--- config.mk ---
export PLATFORM = sky130hd
export DESIGN_NAME = dss_ctrl
export DESIGN_NICKNAME = d
export VERILOG_FILES = /design/src/hdl/dss_pkg.sv /design/src/hdl/dss_ctrl.sv
export SDC_FILE = /design/constraint.sdc
export NUM_CORES = 1
export LEC_CHECK = 0
export BUFFER_PORTS_ARGS = -buffer_cell sky130_fd_sc_hd__buf_4
export CAP_MARGIN = 30
export CORE_UTILIZATION = 35
export CTS_BUF_LIST = sky130_fd_sc_hd__clkbuf_16
export DETAILED_ROUTE_END_ITERATION = 6
export GPL_ROUTABILITY_DRIVEN = 0
export PLACE_DENSITY = 0.67
export SLEW_MARGIN = 5
export SYNTH_ARGS = -nofsm -noshare
export SYNTH_HDL_FRONTEND = slang
export SYNTH_SLANG_ARGS = --single-unit
export TNS_END_PERCENT = 10
--- constraint.sdc ---
create_clock -name clk -period 1.7 [get_ports clk]
set_input_delay 0 -clock clk [delete_from_list [all_inputs] [get_ports clk]]
set_output_delay 0 -clock clk [all_outputs]
set_load 0.03 [all_outputs]
--- src/hdl/dss_pkg.sv ---
// ----------------------------------------------------------------------------
// dss_pkg
// Shared types and constants for the descending shell sort engine.
// ----------------------------------------------------------------------------
package dss_pkg;

	// default number of pairs held per page
	localparam int CAPACITY_DEF = 64;

	// request type codes
	localparam logic REQ_LOAD = 1'b0;
	localparam logic REQ_END  = 1'b1;

	// gap sequence: start while GAP_MUL*g+GAP_ADD < count, grow by g*GAP_RATIO+1
	localparam int GAP_MUL   = 9;
	localparam int GAP_ADD   = 4;
	localparam int GAP_RATIO = 3;

	// floor(x/3) as (x*43)>>7, exact for x below 126
	localparam int DIV3_MUL   = 43;
	localparam int DIV3_SHIFT = 7;

	typedef struct packed {
		logic               req_type;
		logic signed [31:0] sort_key;
		logic signed [31:0] payload_word;
	} dss_in_t;

	typedef struct packed {
		logic signed [31:0] out_key;
		logic signed [31:0] out_payload;
		logic               pair_valid;
		logic               overflowed;
		logic               last_of_page;
	} dss_out_t;

	// one stored entry
	typedef struct packed {
		logic signed [31:0] key;
		logic signed [31:0] payload;
	} dss_pair_t;

	// controller to datapath strobes
	typedef struct packed {
		logic load;
		logic sort_start;
		logic gap_grow;
		logic pass_start;
		logic gap_shrink;
		logic rd_i;
		logic rd_j;
		logic shift;
		logic place;
		logic emit_rd;
		logic emit_ld;
		logic emit_empty;
		logic emit_next;
		logic page_clear;
	} dss_cmd_t;

	// datapath to controller flags
	typedef struct packed {
		logic gap_grow_ok;
		logic i_lt_n;
		logic gap_one;
		logic key_less;
		logic j_ge_gap;
		logic count_zero;
		logic out_last;
	} dss_stat_t;

endpackage

--- src/hdl/dss_ctrl.sv ---
// ----------------------------------------------------------------------------
// dss_ctrl
// Sequencer for load, gap search, gapped insertion passes and emission.
// ----------------------------------------------------------------------------
module dss_ctrl (
	input  logic               clk,
	input  logic               arst_n,
	input  logic               req_valid,
	input  logic               req_type,
	output logic               req_stall,
	output logic               rsp_valid,
	input  logic               rsp_stall,
	input  dss_pkg::dss_stat_t stat,
	output dss_pkg::dss_cmd_t  cmd
);

	localparam logic [3:0] S_IDLE    = 4'd0;
	localparam logic [3:0] S_GAP     = 4'd1;
	localparam logic [3:0] S_PASS    = 4'd2;
	localparam logic [3:0] S_RD_J    = 4'd3;
	localparam logic [3:0] S_CMP     = 4'd4;
	localparam logic [3:0] S_PLACE   = 4'd5;
	localparam logic [3:0] S_EMIT    = 4'd6;
	localparam logic [3:0] S_EMIT_LD = 4'd7;
	localparam logic [3:0] S_OUT     = 4'd8;

	logic [3:0] state_q;
	logic [3:0] state_d;
	logic       req_xact;
	logic       rsp_xact;

	assign req_stall = (state_q != S_IDLE);
	assign rsp_valid = (state_q == S_OUT);
	assign req_xact  = req_valid && !req_stall;
	assign rsp_xact  = rsp_valid && !rsp_stall;

	// next state and command decode
	always_comb begin
		state_d = state_q;
		cmd     = '0;
		case (state_q)
			S_IDLE: begin
				if (req_xact) begin
					if (req_type == dss_pkg::REQ_END) begin
						cmd.sort_start = 1'b1;
						state_d        = S_GAP;
					end else begin
						cmd.load = 1'b1;
					end
				end
			end
			S_GAP: begin
				if (stat.gap_grow_ok) begin
					cmd.gap_grow = 1'b1;
				end else begin
					cmd.pass_start = 1'b1;
					state_d        = S_PASS;
				end
			end
			S_PASS: begin
				if (stat.i_lt_n) begin
					cmd.rd_i = 1'b1;
					state_d  = S_RD_J;
				end else if (stat.gap_one) begin
					state_d = S_EMIT;
				end else begin
					cmd.gap_shrink = 1'b1;
				end
			end
			S_RD_J: begin
				cmd.rd_j = 1'b1;
				state_d  = S_CMP;
			end
			S_CMP: begin
				if (stat.key_less) begin
					cmd.shift = 1'b1;
					if (!stat.j_ge_gap) begin
						state_d = S_PLACE;
					end
				end else begin
					cmd.place = 1'b1;
					state_d   = S_PASS;
				end
			end
			S_PLACE: begin
				cmd.place = 1'b1;
				state_d   = S_PASS;
			end
			S_EMIT: begin
				if (stat.count_zero) begin
					cmd.emit_empty = 1'b1;
					state_d        = S_OUT;
				end else begin
					cmd.emit_rd = 1'b1;
					state_d     = S_EMIT_LD;
				end
			end
			S_EMIT_LD: begin
				cmd.emit_ld = 1'b1;
				state_d     = S_OUT;
			end
			S_OUT: begin
				if (rsp_xact) begin
					if (stat.out_last) begin
						cmd.page_clear = 1'b1;
						state_d        = S_IDLE;
					end else begin
						cmd.emit_next = 1'b1;
						state_d       = S_EMIT;
					end
				end
			end
			default: begin
				state_d = S_IDLE;
			end
		endcase
	end

	// state register
	always_ff @(posedge clk or negedge arst_n) begin
		if (!arst_n) begin
			state_q <= S_IDLE;
		end else begin
			state_q <= state_d;
		end
	end

	// a finished page always returns to idle with no strobe left over
	a_clear_to_idle: assert property (@(posedge clk) disable iff (!arst_n)
		cmd.page_clear |=> (state_q == S_IDLE))
		else $error("page clear did not return to idle");

	// a shift only happens while comparing
	a_shift_in_cmp: assert property (@(posedge clk) disable iff (!arst_n)
		cmd.shift |-> (state_q == S_CMP) && stat.key_less)
		else $error("shift outside compare");

	// a stalled result stays offered in the output state
	a_out_holds: assert property (@(posedge clk) disable iff (!arst_n)
		(rsp_valid && rsp_stall) |=> rsp_valid && (state_q == S_OUT))
		else $error("pending result dropped");

endmodule

# Word level (Yosys, flattened, before mapping)
# Index checks and enable logic that the tools add are counted.
# word_totals
regBits	4
in_bits	12
out_inout_bits	16
word_cells	58
# classes
eq_ne	14
n_mux	36
reduce_logical	7
# op_table
cell	count
$mux W4	9
$pmux W4 S9	1
$mux W1	18
$eq A4 B3 Y1 const B	4
$mux W2	6
$eq A4 B2 Y1 const B	2
$ne A2 B2 Y1 const B	3
$ne A3 B3 Y1 const B	2
$reduce_and A6 Y1	1
$eq A4 B1 Y1 const B	1
$eq A4 B4 Y1 const B	1
$logic_not A4 Y1	1
$reduce_bool A4 Y1	1
$mux W3	1
$logic_and A1 B1 Y1	2
$logic_not A1 Y1	2
$ne A2 B1 Y1 const B	1
$pmux W1 S2	1

# Logic depth before layout (Yosys ltp)
# Gate-level depths: netlist of the first run.
# logic_depth
depth_word	5
ltp_mapped	6
depth_no_buf	6

# Least setup slack after synthesis of the first run
# No wires, ideal clock.
# synth_timing
path_kind	reg2out
start	register state_q[3]
end	output port cmd[13] (netlist bit)
t_arrival_ns	1.843
t_required_ns	1.700
setup_slack_ns	-0.143
path_stages_with_launch	5
n_path_buf	1
cell_sequence	dfrtp_1 > buf_6 > nor2_1 > nand2_1 > nor3b_1
# synth_rtl
element	line_no	text
start, declared	dss_ctrl.sv:27	logic [3:0] state_q;
start signal, assigned	dss_ctrl.sv:124	state_q <= state_d;
end, declared	dss_ctrl.sv:14	output dss_pkg::dss_cmd_t cmd

==> results of run 1 <==
-- placed cells by master, fill, tap and decap left out, types with 3 or more instances in the layout --
master and n:
nand2b_1 4, nor2b_1 3, dfrtp_1 4, clkbuf_16 3
nor2_1 5, nand2_1 4, nor3_1 3, buf_4 27
and3_1 5
-- routing by layer --
layer  GRT usage, %  vias up  wire, um
li1               -      279         -
met1          25.35      244       631
met2          38.33       20       711
met3          2.312        2        64
met4          12.93        0        16
met5              0        -         0
-- where the power goes --
group          switching [mW]  internal, mW  leakage [nW]
clock network          0.0690         0.301        0.0370
logic                   0.379         0.301         0.293
registers               0.116         0.130        0.0521
-- per-stage QoR --
step	cell area, um^2	hold WS (ns)	power, mW	cells
2_1_floorplan	476.7	-0.2956	0.7160	59
3_3_place_gp	673.1	-0.2029	0.8992	97
3_5_place_dp	673.1	-0.2022	0.9012	97
4_1_cts	758.2	0.04244	1.278	101
5_1_grt	764.5	0.04744	1.361	101
6_report	764.5	0.03881	1.296	101
-- cells by family after synthesis --
logic type,count (synthesis)
and+or+nand+nor,35
AOI/OAI and AO/OA,13
buffers and inverters,6
DFF,4
muxes,1
-- how the worst max path moves through the flow --
stage                        endpoint  cells after the start
2_1_floorplan                 cmd[13]                      4
3_3_place_gp   state_q[1]$_DFFE_PN0P_                      4
3_5_place_dp   state_q[1]$_DFFE_PN0P_                      6
4_1_cts                        cmd[0]                      4
5_1_grt                       cmd[13]                      4
6_report                      cmd[13]                      4
-- timing repair --
| item | 4_1_cts | 5_1_grt |
|---|---|---|
| setup endpoints to repair | 0 | 1 |
| gates resized for setup | 0 | 1 |
| setup buffers | 0 | 0 |
| hold endpoints to repair | 4 | 0 |
| hold buffers | 1 | 0 |
-- layout make-up --
cell class	instances	area (um^2)
multi-input cells	49	347.8
flip-flops and latches	4	100.1
clock buffers	3	75.07
well taps	14	17.52
repair buffers	28	212.7
inverters	3	11.26
fillers	96	406.6
==> qor.yml, run 1 <==
sta:
  finalMaxSlewViolations: 0
  worst_pin_slew_ns: 0.4746
  setup_slack_ns: 0.09976
  rsz0062_at_grt: "false"
  fin_tns_setup_ns: 0
  finalSetupViolCount: 0
  slew_headroom_pct: 68.36
  hold_viol: 0
  period_share_pct: 94.13
  max_freq_mhz: 624.9
  clock_skew_ns: 0.0002797
  period_minus_slack_ns: 1.600
pwr:
  power.leakage_nw: 0.3817
  p_per_area_nw_per_um2: 1695
  peakVddDrop_mv: 1.088
setup_path:
  cp-end-kind: "output port"
  critical-path-max-stage-delay_ns: 0.45
  cp_top_family: "simple AND/OR/NAND/NOR gates"
  cp_slowest_cell: "dfrtp_1"
  cp_data_arrival_time_ns: 1.60
  ff2ff_setup_slack_ns: 0.19
  path_buf_inv: 1
  worstPathMaxFanout: 8
  r2r_end: "state_q[1]$_DFFE_PN0P_"
  crit_type: "reg2out"
  cp_data_required_time_ns: 1.70
  crit_chain: "nor2_1, nand2_1, nor3b_2, buf_4"
  reg2regPathDepth: 4
  crit-reg2reg-launch: "state_q[0]$_DFFE_PN0P_"
  crit_start: "state_q[2]$_DFFE_PN0P_"
  critPathLaunchType: "register"
clock_tree:
  cts_sinks: 4
  clk_pin_slew_worst_paths_ns: 0.03
  numCtsBuffers: 3
  clkLatencyLatePin_ns: 0.22
  clock_path_buffers: 2
  tritoncts: "yes"
  cts_root_buf: "clkbuf_16"
  h-tree-depth: 1
finish:
  fin_util_pct: 65.28
  drive_gt1_share_pct: 45.98
  syn2layout_area_growth_pct: 62.07
  final_nets: 101
  antenna_cells: 0
  largest_reg_flops: 4
  regMostFlops: "state_q"
  top_regs: "state_q x4"
synthesis:
  yosys.area.top_type: "dfrtp_1"
  synth.area.mux_share_pct: 2.122
  synth_top_area_share_pct: 21.22
  netlist_top_cells_area: "dfrtp_1 (21%), and3_1 (6.6%), nand2b_1 (5.3%)"
  yosysWarnings: 0
  syn_area_um2: 471.7
  synth_compound_area_share_pct: 22.81
  syn_nets: 71
  yosys.area_share.xor_xnor_pct: 0
  yosys.area_share.adder_pct: 0
  avgSynthCellArea_um2: 7.995
  ys_seq_elements: 4
  ys_seq_area_share_pct: 21.22
  async_flop_share_pct: 100.0
  synth_edf_count: 0
  netlist_instances: 59
  yosys_most_used_dff: "dfrtp_1"
  synthTopCellsByCount: "and3_1 (5), nor2_1 (5), dfrtp_1 (4), nand2_1 (4), nand2b_1 (4)"
  synth.distinct_cells: 33
  synth_top_family_by_area: "simple AND/OR/NAND/NOR gates"
  yosys.area_share.simple_pct: 46.42
routing:
  viasPerCell: 5.396
  ant_nets: 0
  routed_wl_mm: 1.423
  num_vias: 545
  wl_per_cell_um: 14.09
  drtPass1Iterations: 3
  drc: 0
  drt_iter0_markers: 6
floorplanning:
  num_io_pins: 28
  start_util_pct: 40.28
  dieArea_um2: 1498
  die_y_um: 38.71
  rows: 12
  coreArea_um2: 1171
  die_x_um: 38.71
grt:
  grt_pass1_wl_mm: 2.166
  antenna_found_initial: 0
  track_usage_pct: 21.98
  grt_max_degree: 16
  gr-total-overflow: 0
  grt_pass1_vias: 508
hold_path:
  hold_start: "rsp_stall"
  min_path_type: "in2reg"
  min_to: "state_q[3]$_DFFE_PN0P_"
  hold_depth: 2
place:
  dpl.hpwl_mm: 1.110
  place_ws_ns: 0.2244
  port_buffers: 27
run:
  drv_cap: 0
outcome:
  status: "complete, no violations"
No activity file was read; power rests on OpenSTA's default activity.
==> run 2: changes to the inputs <==
CORE_AREA = 2 2 39 41   (was not set)
CORE_UTILIZATION = not set   (was 35)
CTS_CLUSTER_SIZE = 12   (was not set)
DIE_AREA = 0 0 41 43   (was not set)
GPL_ROUTABILITY_DRIVEN = not set   (was 0)
==> run 2 against run 1 <==
Compared with the run above: global-route usage is 6.1 points lower; critical path depth is the same; wire length shrank 13%; highest routed layer is now met3; die area up 18%; critical path type unchanged; combinational power shrank 2%; sequential share of layout area is 0.064 points lower; register-to-register slack better by 0.06 ns; worst hold slack worse by 0.0093 ns.
==> qor.yml, run 2 (synthesis results as in run 1) <==
floorplanning:
  dieArea_um2: 1763
  num_io_pins: 28
  coreArea_um2: 1384
  die_y_um: 43
  die_x_um: 41
  rows: 14
  start_util_pct: 34.09
outcome:
  status: "complete, no violations"
grt:
  grt_pass1_wl_mm: 1.890
  grt_max_degree: 16
  grtUsageMet3_pct: 6.283
  use_met1_pct: 21.17
  antenna_found_initial: 0
  gr-usage-met2_pct: 23.44
  grt_busiest_layer: "met2"
  grt_pass1_vias: 442
  gr-total-overflow: 0
  track_usage_pct: 15.93
hold_path:
  hold_depth: 2
  min_path_type: "in2reg"
  hold_start: "rsp_stall"
  min_to: "state_q[3]$_DFFE_PN0P_"
finish:
  top_regs: "state_q x4"
  final_nets: 102
  drive_gt1_share_pct: 46.59
  fin_util_pct: 55.52
  regMostFlops: "state_q"
  layout_commonest_cell: "buf_4"
  final_cells: 104
  layout_common_cells: "buf_4 (28), nor2_1 (5), and3_1 (5)"
  antenna_cells: 0
  syn2layout_area_growth_pct: 62.86
  largest_reg_flops: 4
  fin_area_um2: 768.2
routing:
  drtPass1Iterations: 3
  routed_wl_mm: 1.244
  ant_nets: 0
  num_vias: 535
  drt_iter0_markers: 6
  wl_per_cell_um: 11.96
  viasPerCell: 5.144
  drc: 0
clock_tree:
  cts_root_buf: "clkbuf_16"
  cts_resized: 0
  clock_path_buffers: 2
  numCtsBuffers: 3
  h-tree-depth: 1
  tritoncts: "yes"
  clk_pin_slew_worst_paths_ns: 0.03
  cts_sinks: 4
  postCtsHoldBufs: 1
  clkLatencyLatePin_ns: 0.23
  cts_setup_buffers: 0
setup_path:
  cp_data_required_time_ns: 1.70
  cp_slowest_cell: "dfrtp_1"
  worstPathMaxFanout: 14
  crit-reg2reg-launch: "state_q[0]$_DFFE_PN0P_"
  ff2ff_setup_slack_ns: 0.25
  critical-path-max-stage-delay_ns: 0.51
  crit_type: "reg2out"
  r2r_end: "state_q[1]$_DFFE_PN0P_"
  critPathLaunchType: "register"
  crit_chain: "nor3_2, nand2_2, nor3b_1, buf_4"
  cp_data_arrival_time_ns: 1.55
  reg2regPathDepth: 4
  cp-end-kind: "output port"
sta:
  finalSetupViolCount: 0
  fin_tns_setup_ns: 0
  clock_skew_ns: 0.004692
  setup_slack_ns: 0.1456
  period_minus_slack_ns: 1.554
  worst_pin_slew_ns: 0.4217
  rsz0062_at_grt: "false"
  holdWs_ns: 0.02952
  max_freq_mhz: 643.3
  hold_viol: 0
  period_share_pct: 91.44
  slew_headroom_pct: 71.89
  finalMaxSlewViolations: 0
pwr:
  power_mw: 1.270
  p_per_area_nw_per_um2: 1653
  peakVddDrop_mv: 1.174
  power.leakage_nw: 0.3842
place:
  place.gp.congestion: 0.7755
  dpl.hpwl_um: 992.9
  place_ws_ns: 0.2508
  port_buffers: 27
  dp_cells: 100
  postPlaceCellArea_um2: 683.2
run:
  drv_cap: 0
## run 2: final cells by class
class / instances / area (um^2)
repair buffers: 29 / 220.2
multi-input cells: 49 / 341.6
fillers: 137 / 615.6
inverters: 3 / 11.26
clock buffers: 3 / 75.07
well taps: 16 / 20.02
flip-flops and latches: 4 / 100.1
## run 2: power breakdown
part	switching, mW	internal (mW)
logic	0.363	0.303
clock network	0.0676	0.301
registers	0.105	0.131
total	0.535	0.735
## run 2: worst max-delay path by stage
stage | start | to | cells past startpoint
after floorplan | state_q[3]$_DFFE_PN0P_ | cmd[13] | 4
after global placement | state_q[1]$_DFFE_PN0P_ | state_q[2]$_DFFE_PN0P_ | 6
after detailed placement | state_q[1]$_DFFE_PN0P_ | state_q[1]$_DFFE_PN0P_ | 6
after CTS | state_q[0]$_DFFE_PN0P_ | cmd[0] | 4
after global routing | state_q[0]$_DFFE_PN0P_ | cmd[0] | 4
final | state_q[0]$_DFFE_PN0P_ | cmd[0] | 4
## run 2: per-layer routing
layer  vias to the layer above  wire length, um
met5                         -                0
met4                         0                0
met3                         0              112
met2                        19              575
met1                       240              555
li1                        276                -
## run 2: worst max-delay path, delay by kind of cell, from the launching register on
family / cells / cell delay [ns]
flip-flops: 1 / 0.51
AND/OR/NAND/NOR: 3 / 0.64
buffers and inverters: 1 / 0.19
